===== src/fcss_pkg.sv =====
// Package for the fan curve speed selector: sizes, field widths, codes and
// the table entry type. No dependencies.
package fcss_pkg;

   localparam int NUM_SOURCES        = 4;
   localparam int ENTRIES_PER_SOURCE = 16;
   localparam int TABLE_DEPTH        = NUM_SOURCES * ENTRIES_PER_SOURCE;

   localparam int ADDR_W = (TABLE_DEPTH > 1) ? $clog2(TABLE_DEPTH) : 1;
   localparam int SIDX_W = (NUM_SOURCES > 1) ? $clog2(NUM_SOURCES) : 1;
   localparam int EIDX_W = (ENTRIES_PER_SOURCE > 1) ? $clog2(ENTRIES_PER_SOURCE) : 1;

   localparam int KIND_W   = 2;
   localparam int SRC_W    = 4;
   localparam int TEMP_W   = 16;
   localparam int ENT_W    = 4;
   localparam int DEG_W    = 8;
   localparam int SPEED_W  = 8;
   localparam int MODE_W   = 2;
   localparam int RPM_W    = 16;
   localparam int PWM_W    = 8;
   localparam int DBG_W    = 3;
   localparam int CSR_IDX_W  = 3;
   localparam int CSR_DATA_W = 16;

   // (t / 10) for 16-bit t is (t * 52429) >> 19
   localparam int DIV10_MUL_W = 17;
   localparam logic [DIV10_MUL_W-1:0] DIV10_MUL = 17'd52429;
   localparam int DIV10_SHIFT = 19;
   localparam int PROD_W      = TEMP_W + DIV10_MUL_W;

   localparam int SCALE_W = 7;
   localparam logic [SCALE_W-1:0] RPM_SCALE = 7'd100;

   localparam logic [KIND_W-1:0] KIND_SAMPLE = 2'd0;
   localparam logic [KIND_W-1:0] KIND_WRITE  = 2'd1;
   localparam logic [KIND_W-1:0] KIND_TICK   = 2'd2;

   localparam logic [MODE_W-1:0] MODE_OFF = 2'd0;
   localparam logic [MODE_W-1:0] MODE_RPM = 2'd1;
   localparam logic [MODE_W-1:0] MODE_PWM = 2'd2;

   localparam int DBG_ON_BIT  = 0;
   localparam int DBG_FAN_BIT = 1;
   localparam int DBG_PWM_BIT = 2;

   localparam logic [CSR_IDX_W-1:0] CSR_ALLOW_ON    = 3'd0;
   localparam logic [CSR_IDX_W-1:0] CSR_DEBUG_MODE  = 3'd1;
   localparam logic [CSR_IDX_W-1:0] CSR_DEBUG_RPM   = 3'd2;
   localparam logic [CSR_IDX_W-1:0] CSR_DEBUG_PWM   = 3'd3;
   localparam logic [CSR_IDX_W-1:0] CSR_FAN_ENABLED = 3'd4;

   typedef struct packed {
      logic [DEG_W-1:0]   low;
      logic [DEG_W-1:0]   high;
      logic [SPEED_W-1:0] speed;
   } entry_type;

   localparam int ENTRY_W = $bits(entry_type);

   typedef logic [NUM_SOURCES-1:0][TEMP_W-1:0] temp_bank_type;

   typedef struct packed {
      logic start;
   } scan_ctl_type;

   typedef struct packed {
      logic               busy;
      logic               done;
      logic [SPEED_W-1:0] best;
   } scan_sts_type;

endpackage


===== src/fcss_if.sv =====
// Request and response channel interfaces of the fan curve speed selector.
// Depends on fcss_pkg.
interface fcss_req_if
   import fcss_pkg::*;
();
   logic                valid;
   logic                ready;
   logic [KIND_W-1:0]   kind;
   logic [SRC_W-1:0]    source_id;
   logic [TEMP_W-1:0]   temperature;
   logic [ENT_W-1:0]    entry_index;
   logic [DEG_W-1:0]    bound_low;
   logic [DEG_W-1:0]    bound_high;
   logic [SPEED_W-1:0]  speed_code;
   logic                entry_valid;
   logic                in_s0;

   modport source (output valid, kind, source_id, temperature, entry_index, bound_low,
                   bound_high, speed_code, entry_valid, in_s0, input ready);
   modport sink   (input valid, kind, source_id, temperature, entry_index, bound_low,
                   bound_high, speed_code, entry_valid, in_s0, output ready);
endinterface

interface fcss_rsp_if
   import fcss_pkg::*;
();
   logic               valid;
   logic               ready;
   logic [MODE_W-1:0]  drive_mode;
   logic [RPM_W-1:0]   rpm_target;
   logic [PWM_W-1:0]   pwm_duty;
   logic               bad_source;

   modport source (output valid, drive_mode, rpm_target, pwm_duty, bad_source,
                   input ready);
   modport sink   (input valid, drive_mode, rpm_target, pwm_duty, bad_source,
                   output ready);
endinterface


===== src/fan_curve_speed_selector_core.sv =====
// Top level of the fan curve speed selector: control registers, source
// temperatures, table storage and result register.
// Depends on fcss_pkg, fcss_if, fcss_ram and fcss_scan.
//
// Usage:
//   req carries one transaction per event: a temperature sample (stored, then
//   evaluated), a table entry write, or an evaluate tick. rsp returns one result
//   per sample or tick; table writes and unknown kinds return nothing.
//   csr_we/csr_index/csr_wdata write the control registers; write them only
//   while the block is idle.
//   A table write or unknown kind leaves the block idle. An evaluation that needs
//   the curve lookup walks every table entry through one comparator, one entry per
//   cycle; its result then passes through the done state into the output
//   register, which raises rsp.valid. An evaluation settled by debug mode,
//   permission, power state or fan enable goes from the accept straight to the
//   done state. req.ready is high only between transactions, so the next one is
//   accepted once the result has left the done state.
//   A result is held in an output register; the next transaction is accepted
//   while it waits. A further result waits until rsp.ready takes the previous one.
//   Reset clears control registers other than fan enable, which it sets, and
//   clears temperatures and all entry valid bits; no clearing pass is needed.
module fan_curve_speed_selector_core
   import fcss_pkg::*;
(
   input  logic                  clock,
   input  logic                  reset,
   fcss_req_if.sink              req,
   fcss_rsp_if.source            rsp,
   input  logic                  csr_we,
   input  logic [CSR_IDX_W-1:0]  csr_index,
   input  logic [CSR_DATA_W-1:0] csr_wdata
);
   localparam logic [1:0] ST_IDLE = 2'd0;
   localparam logic [1:0] ST_SCAN = 2'd1;
   localparam logic [1:0] ST_DONE = 2'd2;

   logic [1:0]             state_ff, state_in;
   logic                   allow_on_ff;
   logic [DBG_W-1:0]       debug_mode_ff;
   logic [RPM_W-1:0]       debug_rpm_ff;
   logic [PWM_W-1:0]       debug_pwm_ff;
   logic                   fan_enabled_ff;
   temp_bank_type          temps_ff;
   logic [TABLE_DEPTH-1:0] live_ff;
   logic                   s0_ff, s0_in;
   logic                   bad_ff, bad_in;

   logic                   rsp_valid_ff, rsp_valid_in;
   logic [MODE_W-1:0]      mode_ff, mode_in;
   logic [RPM_W-1:0]       rpm_ff, rpm_in;
   logic [PWM_W-1:0]       pwm_ff, pwm_in;
   logic                   bad_out_ff, bad_out_in;

   logic                   accept;
   logic                   is_eval;
   logic                   src_ok;
   logic                   ent_ok;
   logic                   table_we;
   logic [ADDR_W-1:0]      waddr;
   logic                   need_scan;
   logic                   load;
   logic [RPM_W-1:0]       rpm_pick;
   logic [SPEED_W+SCALE_W-1:0] lookup_rpm;
   scan_ctl_type           scan_ctl;
   scan_sts_type           scan_sts;
   logic [ADDR_W-1:0]      raddr;
   entry_type              rdata;
   entry_type              wentry;

   assign req.ready = (state_ff == ST_IDLE);
   assign accept    = req.valid && req.ready;
   assign is_eval   = (req.kind == KIND_SAMPLE) || (req.kind == KIND_TICK);
   assign src_ok    = {1'b0, req.source_id} < (SRC_W + 1)'(NUM_SOURCES);
   assign ent_ok    = {1'b0, req.entry_index} < (ENT_W + 1)'(ENTRIES_PER_SOURCE);
   assign table_we  = accept && (req.kind == KIND_WRITE) && src_ok && ent_ok;
   assign waddr     = ADDR_W'(ADDR_W'(req.source_id) * ADDR_W'(ENTRIES_PER_SOURCE)) +
                      ADDR_W'(req.entry_index);
   assign wentry    = '{low: req.bound_low, high: req.bound_high, speed: req.speed_code};
   assign need_scan = !debug_mode_ff[DBG_ON_BIT] && allow_on_ff && req.in_s0 &&
                      fan_enabled_ff;
   assign scan_ctl.start = accept && is_eval && need_scan;
   assign load      = (state_ff == ST_DONE) && (!rsp_valid_ff || rsp.ready);

   fcss_ram #(
      .WIDTH(ENTRY_W),
      .DEPTH(TABLE_DEPTH)
   ) u_table (
      .clock (clock),
      .we    (table_we),
      .waddr (waddr),
      .wdata (wentry),
      .raddr (raddr),
      .rdata (rdata)
   );

   fcss_scan u_scan (
      .clock (clock),
      .reset (reset),
      .ctl   (scan_ctl),
      .temps (temps_ff),
      .live  (live_ff),
      .raddr (raddr),
      .rdata (rdata),
      .sts   (scan_sts)
   );

   always_comb begin
      state_in = state_ff;
      s0_in    = s0_ff;
      bad_in   = bad_ff;
      case (state_ff)
         ST_IDLE: begin
            if (accept && is_eval) begin
               s0_in    = req.in_s0;
               bad_in   = (req.kind == KIND_SAMPLE) && !src_ok;
               state_in = need_scan ? ST_SCAN : ST_DONE;
            end
         end
         ST_SCAN: begin
            if (scan_sts.done) begin
               state_in = ST_DONE;
            end
         end
         ST_DONE: begin
            if (load) begin
               state_in = ST_IDLE;
            end
         end
         default: state_in = ST_IDLE;
      endcase
   end

   assign lookup_rpm = scan_sts.best * (SPEED_W + SCALE_W)'(RPM_SCALE);

   always_comb begin
      pwm_in   = '0;
      rpm_pick = '0;
      if (debug_mode_ff[DBG_ON_BIT]) begin
         if (debug_mode_ff[DBG_FAN_BIT]) begin
            if (debug_mode_ff[DBG_PWM_BIT]) begin
               pwm_in = debug_pwm_ff;
            end else begin
               rpm_pick = debug_rpm_ff;
            end
         end
      end else if (allow_on_ff && s0_ff && fan_enabled_ff) begin
         rpm_pick = RPM_W'(lookup_rpm);
      end
      if (debug_mode_ff[DBG_ON_BIT] && debug_mode_ff[DBG_FAN_BIT] &&
          debug_mode_ff[DBG_PWM_BIT]) begin
         mode_in = MODE_PWM;
         rpm_in  = '0;
      end else if (rpm_pick != '0) begin
         mode_in = MODE_RPM;
         rpm_in  = rpm_pick;
      end else begin
         mode_in = MODE_OFF;
         rpm_in  = '0;
      end
      bad_out_in   = bad_ff;
      rsp_valid_in = load || (rsp_valid_ff && !rsp.ready);
   end

   always_ff @(posedge clock) begin
      if (reset) begin
         state_ff       <= ST_IDLE;
         allow_on_ff    <= 1'b0;
         debug_mode_ff  <= '0;
         debug_rpm_ff   <= '0;
         debug_pwm_ff   <= '0;
         fan_enabled_ff <= 1'b1;
         temps_ff       <= '0;
         live_ff        <= '0;
         rsp_valid_ff   <= 1'b0;
      end else begin
         state_ff     <= state_in;
         rsp_valid_ff <= rsp_valid_in;
         if (csr_we) begin
            case (csr_index)
               CSR_ALLOW_ON:    allow_on_ff    <= csr_wdata[0];
               CSR_DEBUG_MODE:  debug_mode_ff  <= csr_wdata[DBG_W-1:0];
               CSR_DEBUG_RPM:   debug_rpm_ff   <= csr_wdata[RPM_W-1:0];
               CSR_DEBUG_PWM:   debug_pwm_ff   <= csr_wdata[PWM_W-1:0];
               CSR_FAN_ENABLED: fan_enabled_ff <= csr_wdata[0];
               default: ;
            endcase
         end
         if (accept && (req.kind == KIND_SAMPLE) && src_ok) begin
            temps_ff[req.source_id[SIDX_W-1:0]] <= req.temperature;
         end
         if (table_we) begin
            live_ff[waddr] <= req.entry_valid;
         end
      end
      s0_ff  <= s0_in;
      bad_ff <= bad_in;
      if (load) begin
         mode_ff    <= mode_in;
         rpm_ff     <= rpm_in;
         pwm_ff     <= pwm_in;
         bad_out_ff <= bad_out_in;
      end
   end

   assign rsp.valid      = rsp_valid_ff;
   assign rsp.drive_mode = mode_ff;
   assign rsp.rpm_target = rpm_ff;
   assign rsp.pwm_duty   = pwm_ff;
   assign rsp.bad_source = bad_out_ff;

   a_scan_done_in_scan: assert property (@(posedge clock) disable iff (reset)
      scan_sts.done |-> (state_ff == ST_SCAN))
      else $error("scan finished outside of scan state");

   a_write_no_wait: assert property (@(posedge clock) disable iff (reset)
      (accept && !is_eval) |=> (state_ff == ST_IDLE) && !scan_sts.busy)
      else $error("table write or unknown kind left the block busy");

   a_off_is_zero: assert property (@(posedge clock) disable iff (reset)
      (rsp.valid && (rsp.drive_mode == MODE_OFF)) |-> (rsp.rpm_target == '0) &&
      (rsp.pwm_duty == '0))
      else $error("off result carries a nonzero rpm or pwm");

   a_scan_only_when_asked: assert property (@(posedge clock) disable iff (reset)
      $rose(scan_sts.busy) |-> $past(scan_ctl.start))
      else $error("table walk started without a transaction");
endmodule


===== src/fcss_ram.sv =====
// Generic single-write, single-read RAM with registered read data.
// No dependencies.
module fcss_ram #(
   parameter int WIDTH = 8,
   parameter int DEPTH = 64
) (
   input  logic                             clock,
   input  logic                             we,
   input  logic [$clog2(DEPTH > 1 ? DEPTH : 2)-1:0] waddr,
   input  logic [WIDTH-1:0]                 wdata,
   input  logic [$clog2(DEPTH > 1 ? DEPTH : 2)-1:0] raddr,
   output logic [WIDTH-1:0]                 rdata
);
   logic [WIDTH-1:0] mem [DEPTH];

   always_ff @(posedge clock) begin
      if (we) begin
         mem[waddr] <= wdata;
      end
      rdata <= mem[raddr];
   end
endmodule


===== src/fcss_scan.sv =====
// Table walk for the fan curve speed selector: one read and one range compare
// per cycle, keeping the highest matching speed code. Depends on fcss_pkg.
module fcss_scan
   import fcss_pkg::*;
(
   input  logic                  clock,
   input  logic                  reset,
   input  scan_ctl_type          ctl,
   input  temp_bank_type         temps,
   input  logic [TABLE_DEPTH-1:0] live,
   output logic [ADDR_W-1:0]     raddr,
   input  entry_type             rdata,
   output scan_sts_type          sts
);
   logic                busy_ff, busy_in;
   logic                issuing_ff, issuing_in;
   logic                stage_valid_ff, stage_valid_in;
   logic                stage_live_ff, stage_live_in;
   logic [SIDX_W-1:0]   src_ff, src_in;
   logic [EIDX_W-1:0]   ent_ff, ent_in;
   logic [ADDR_W-1:0]   addr_ff, addr_in;
   logic [PROD_W-1:0]   prod_ff, prod_in;
   logic [SPEED_W-1:0]  best_ff, best_in;
   logic [DEG_W-1:0]    deg;
   logic                hit;
   logic                done;

   assign deg  = prod_ff[DIV10_SHIFT +: DEG_W];
   assign hit  = stage_valid_ff && stage_live_ff && (deg > rdata.low) &&
                 (deg <= rdata.high) && (rdata.speed > best_ff);
   assign done = busy_ff && !issuing_ff && !stage_valid_ff;
   assign raddr = addr_ff;

   always_comb begin
      busy_in        = busy_ff;
      issuing_in     = issuing_ff;
      src_in         = src_ff;
      ent_in         = ent_ff;
      addr_in        = addr_ff;
      best_in        = hit ? rdata.speed : best_ff;
      stage_valid_in = issuing_ff;
      stage_live_in  = live[addr_ff];
      prod_in        = PROD_W'(temps[src_ff]) * PROD_W'(DIV10_MUL);
      if (ctl.start) begin
         busy_in    = 1'b1;
         issuing_in = 1'b1;
         src_in     = '0;
         ent_in     = '0;
         addr_in    = '0;
         best_in    = '0;
      end else if (issuing_ff) begin
         addr_in = addr_ff + ADDR_W'(1);
         if (ent_ff == EIDX_W'(ENTRIES_PER_SOURCE - 1)) begin
            ent_in = '0;
            if (src_ff == SIDX_W'(NUM_SOURCES - 1)) begin
               issuing_in = 1'b0;
            end else begin
               src_in = src_ff + SIDX_W'(1);
            end
         end else begin
            ent_in = ent_ff + EIDX_W'(1);
         end
      end else if (done) begin
         busy_in = 1'b0;
      end
   end

   always_ff @(posedge clock) begin
      if (reset) begin
         busy_ff        <= 1'b0;
         issuing_ff     <= 1'b0;
         stage_valid_ff <= 1'b0;
      end else begin
         busy_ff        <= busy_in;
         issuing_ff     <= issuing_in;
         stage_valid_ff <= stage_valid_in;
      end
      stage_live_ff <= stage_live_in;
      src_ff        <= src_in;
      ent_ff        <= ent_in;
      addr_ff       <= addr_in;
      prod_ff       <= prod_in;
      best_ff       <= best_in;
   end

   assign sts.busy = busy_ff;
   assign sts.done = done;
   assign sts.best = best_ff;
endmodule


===== src/flat_wrapper.sv =====
// flat-port wrapper written by rule: the top's interface ports become plain ports
module fan_curve_speed_selector_core_flat import fcss_pkg::*;
  (clock, reset, csr_we, csr_index, csr_wdata, req_valid, req_kind, req_source_id, req_temperature, req_entry_index, req_bound_low, req_bound_high, req_speed_code, req_entry_valid, req_in_s0, req_ready, rsp_valid, rsp_drive_mode, rsp_rpm_target, rsp_pwm_duty, rsp_bad_source, rsp_ready);
  fcss_req_if req_i ();
  fcss_rsp_if rsp_i ();
  input  logic clock;
  input  logic reset;
  input  logic csr_we;
  input  logic [CSR_IDX_W-1:0] csr_index;
  input  logic [CSR_DATA_W-1:0] csr_wdata;
  input wire logic [$bits(req_i.valid)-1:0] req_valid;
  input wire logic [$bits(req_i.kind)-1:0] req_kind;
  input wire logic [$bits(req_i.source_id)-1:0] req_source_id;
  input wire logic [$bits(req_i.temperature)-1:0] req_temperature;
  input wire logic [$bits(req_i.entry_index)-1:0] req_entry_index;
  input wire logic [$bits(req_i.bound_low)-1:0] req_bound_low;
  input wire logic [$bits(req_i.bound_high)-1:0] req_bound_high;
  input wire logic [$bits(req_i.speed_code)-1:0] req_speed_code;
  input wire logic [$bits(req_i.entry_valid)-1:0] req_entry_valid;
  input wire logic [$bits(req_i.in_s0)-1:0] req_in_s0;
  output wire logic [$bits(req_i.ready)-1:0] req_ready;
  output wire logic [$bits(rsp_i.valid)-1:0] rsp_valid;
  output wire logic [$bits(rsp_i.drive_mode)-1:0] rsp_drive_mode;
  output wire logic [$bits(rsp_i.rpm_target)-1:0] rsp_rpm_target;
  output wire logic [$bits(rsp_i.pwm_duty)-1:0] rsp_pwm_duty;
  output wire logic [$bits(rsp_i.bad_source)-1:0] rsp_bad_source;
  input wire logic [$bits(rsp_i.ready)-1:0] rsp_ready;
  assign req_i.valid = req_valid;
  assign req_i.kind = req_kind;
  assign req_i.source_id = req_source_id;
  assign req_i.temperature = req_temperature;
  assign req_i.entry_index = req_entry_index;
  assign req_i.bound_low = req_bound_low;
  assign req_i.bound_high = req_bound_high;
  assign req_i.speed_code = req_speed_code;
  assign req_i.entry_valid = req_entry_valid;
  assign req_i.in_s0 = req_in_s0;
  assign req_ready = req_i.ready;
  assign rsp_valid = rsp_i.valid;
  assign rsp_drive_mode = rsp_i.drive_mode;
  assign rsp_rpm_target = rsp_i.rpm_target;
  assign rsp_pwm_duty = rsp_i.pwm_duty;
  assign rsp_bad_source = rsp_i.bad_source;
  assign rsp_i.ready = rsp_ready;
  fan_curve_speed_selector_core u_core (.clock(clock), .reset(reset), .req(req_i), .rsp(rsp_i), .csr_we(csr_we), .csr_index(csr_index), .csr_wdata(csr_wdata));
endmodule

===== config.mk =====
export PLATFORM = sky130hd
export DESIGN_NAME = fan_curve_speed_selector_core_flat
export DESIGN_NICKNAME = d
export VERILOG_FILES = /design/src/fcss_pkg.sv /design/src/fcss_if.sv /design/src/fan_curve_speed_selector_core.sv /design/src/fcss_ram.sv /design/src/fcss_scan.sv /design/src/flat_wrapper.sv
export SDC_FILE = /design/constraint.sdc
export NUM_CORES = 2
export LEC_CHECK = 0
export BUFFER_PORTS_ARGS = -buffer_cell sky130_fd_sc_hd__buf_2
export CAP_MARGIN = 20
export CORE_AREA = 2 2 407 409
export DETAILED_ROUTE_END_ITERATION = 6
export DIE_AREA = 0 0 409 411
export GPL_TIMING_DRIVEN = 0
export PLACE_DENSITY = 0.71
export SLEW_MARGIN = 10
export SYNTH_ARGS = -nofsm -noshare
export SYNTH_HDL_FRONTEND = slang
export SYNTH_SLANG_ARGS = --single-unit

===== constraint.sdc =====
create_clock -name clock -period 9 [get_ports clock]
set_input_delay 2.25 -clock clock [delete_from_list [all_inputs] [get_ports clock]]
set_output_delay 2.25 -clock clock [all_outputs]
set_load 0.005 [all_outputs]

==> results.md <==
- Multi-input logic area: 20700 um^2
- Site row count: 149
- Fin. Hold Viols: 0
- Reg2reg start: u_core.u_scan.src_ff[0]$_SDFFE_PP0P_
- Status: finished, violations left
- Unrepaired setup endpoints after global routing: no
- Worst Setup Start Kind: register
- Total power: 0.0195 W
- Reg2Reg Depth: 21
- CP Data Required Time: 9730 ps
- Slew margin rel.: 0.176
- HP Start: u_core.bad_ff$_DFFE_PP_
- ANT nets after route: 0
- TritonCTS Sinks: 1781
- Nets: 4539
- Critical path arrival: 8140 ps
- Worst setup EP type: register
- Max H-tree Level: 4
- Syn. warnings: 0
- Max incr delay on CP: 830 ps
- Post-synthesis simple-gate area fraction: 0.0286
- Post-CTS Resized: 0
- CTS buffer count: 174
- Multiplexer area fraction after synthesis: 0.170
- Gpl congestion: 0.870
- Post-Synthesis Cells: 3854
- Ys flop type: edfxtp_1
- Max_cap viols: 0
- Static Leak: 28.0 nW
- Final setup fails: 0
- Failing checks: design-rule violations
- Root Buffer: clkbuf_16
- Vias in the first global route: 39600
- DRC Markers: 1
- Syn avg cell area: 19.0 um^2
- Number of vias per cell: 6.00
- Number of synthesized flops with an enable pin: 1565
- Critical Path Source: u_core.u_scan.src_ff[0]$_SDFFE_PP0P_
- Cts hold-fix bufs: 0
- Setup bufs post-CTS: 0
- Synth Area in XOR/XNOR: 0.00407
- TritonCTS clock tree: yes
- Fin cells: 6565
- Final instance area: 84600 um^2
- Pwr dens: 230 nW/um^2
- DR WL/cell: 29.7 um
- Total gr overflow: 0
- Fmax achieved: 135 MHz
- GR Util All Layers: 0.232
- Largest net degree at the start of global routing: 65
- Worst R2R End: u_core.u_scan.prod_ff[23]$_DFF_P_
- Area growth from synthesis to layout: 15.7%
- Initial antenna violation count: 16
- # fillers: 12500
- Flop2flop setup slack: 1590 ps
- Seq cells post-synth: 1781
- Most frequent cell on the critical path: fa_1
- Slowest CP cell: buf_1
- Grt met2 use: 0.361
- DR pass1 iterations: 7
- Mapped Area: 73100 um^2
- Setup Crit Path Kind: register to register
- Register area: 51300 um^2
- Met1 GRT Util: 0.307
- Busiest grt layer: met2
- Main combinational cell family by area after synthesis: multiplexers
- Clock Skews: 29.2 ps
- Final min period: 7410 ps
- Vias: 39400
- DP Cell Count: 6229
- Compound-gate portion of the synthesized area: 0.0254
- Most common cell after layout, fill and taps aside: edfxtp_1
- Die Ht: 411 um
- Die ar.: 168000 um^2
- Clk pin slew, worst setup/hold paths: 60 ps
- Critical Path End: u_core.u_scan.prod_ff[23]$_DFF_P_
- Measured slew at the worst slew-check pin: 1240 ps
- CP cell instances: buf_2 -> buf_1 -> mux4_2 -> ha_1 -> inv_1 -> fa_1 -> inv_1 -> fa_1 -> fa_1 -> fa_1 -> inv_1 -> fa_1 -> inv_1 -> ha_1 -> a21oi_1 -> o221ai_1 -> a221oi_1 -> nand3_1 -> a31o_2 -> a21oi_1 -> xnor2_1
- Die X: 409 um
- Clock Latency Late Sink: 810 ps
- Syn_nets: 4168
- Initial drt markers: 5587
- Top-Level Pins: 105
- Most frequent cells in the layout: edfxtp_1 (1565), mux4_2 (514), nand2_1 (227)
- Routed wire length: 195000 um
- Core Region: 164000 um^2
- Share of cells above drive strength 1: 0.254
- CP max FO: 10
- Post-DP Area: 78800 um^2
- Sequential share of the synthesized area: 0.702
- Post-synth ARST share: 0
- Final HPWL DP: 132000 um
- Synth Area in Adders: 0.0488
- Library cells used by synthesis: 59
- Final period utilization: 0.823
- Min-delay worst type: register to register
- Final slew viol count: 0
- Total negative slack: 0 ps
- VDD IR max: 0.237 mV
- GRT met3 Usage: 0.0668
- Longest Clk Path Bufs: 3
- Initial Util: 0.446
- PortBufs: 102
- First-pass GRT wire length: 279000 um
-- flip-flops by register name, indices dropped and copies added (netlist names), 2 cells and up --
signal	flops
u_core.u_scan.raddr	6
u_core.debug_mode_ff	3
u_core.u_scan.prod_ff	8
u_core.temps_ff	64
u_core.u_scan.src_ff	2
u_core.debug_rpm_ff	16
u_core.u_table.rdata	24
u_core.state_ff	2
u_core.u_scan.best_ff	8
u_core.live_ff	64
u_core.rsp.drive_mode	2
u_core.u_scan.ent_ff	4
u_core.rsp.pwm_duty	8
u_core.debug_pwm_ff	8
u_core.u_table.mem	1536
u_core.rsp.rpm_target	16
-- metal layers --
metal / part of all wire / wire length (um)
met5: 0.00050 / 97
met1: 0.38 / 73200
met4: 0.047 / 9220
met2: 0.46 / 90100
met3: 0.11 / 22300
-- logic make-up after synthesis --
group,Yosys count
XOR/XNOR,34
multiplexers,597
adder cells (fa/ha/maj),238
AND/OR/NAND/NOR,483
flip-flops,1781
buffers and inverters,387
AO/OA/AOI/OAI,334
-- through the flow --
step           utilization  hold slack (ps)  setup slack [ps]
2_1_floorplan            -              400              2730
3_3_place_gp         0.466              413              1540
3_5_place_dp         0.481              428              1560
4_1_cts              0.515              442              1510
5_1_grt              0.516              444              1260
6_report             0.516              435              1590
-- critical path, delay by kind of cell (launching register included) --
kind	cells	cell delay, ps
simple gates	1	360
flops	1	320
buf+inv	6	1410
xor+xnor	1	140
compound gates	5	1150
mux	1	720
fa+ha+maj	7	3200
-- cell usage after synthesis (all sizes together), types with 6 or more instances --
master,n,area [um^2]
a211oi,10,75.1
a21o,12,90.1
a21oi,167,836
and2,18,113
and3,6,37.5
buf,77,367
clkbuf,118,443
dfxtp,216,4320
edfxtp,1565,47000
fa,79,1580
ha,159,1990
inv,192,721
mux2,25,282
mux2i,58,581
mux4,514,11600
nand2,227,852
nand2b,6,37.5
nand3,27,135
nand4,10,62.6
nor2,140,526
nor2b,20,125
nor3,6,30.0
o21ai,100,500
o22ai,6,37.5
o31ai,9,67.6
xnor2,17,149
xor2,17,149
-- where the power goes --
| part | total (W) | switching (W) | internal [W] |
|---|---|---|---|
| sequential | 0.00908 | 0.0000368 | 0.00904 |
| combinational | 0.00327 | 0.00188 | 0.00139 |
| clock | 0.00712 | 0.00311 | 0.00401 |
-- worst min path at each step --
stage                     depth (start not counted)  slack [ps]                               to
after CTS                                         0         440  u_core.rsp.bad_source$_DFFE_PP_
final                                             0         430  u_core.rsp.bad_source$_DFFE_PP_
after floorplan                                   0         400  u_core.rsp.bad_source$_DFFE_PP_
after global routing                              0         440  u_core.rsp.bad_source$_DFFE_PP_
after detailed placement                          0         430  u_core.rsp.bad_source$_DFFE_PP_
after global placement                            0         410  u_core.rsp.bad_source$_DFFE_PP_
-- area by class of cell --
cell class | count | share of cell area
Multi-Input combinational cell | 1686 | 0.245
Timing Repair Buffer | 195 | 0.0314
Antenna cell | 5 | 0.000148
Inverter | 192 | 0.00852
Buffer | 195 | 0.00965
Tap cell | 2189 | 0.0324
Clock inverter | 90 | 0.00950
Sequential cell | 1781 | 0.607
Clock buffer | 232 | 0.0561
(Power assumes the default switching activity.)
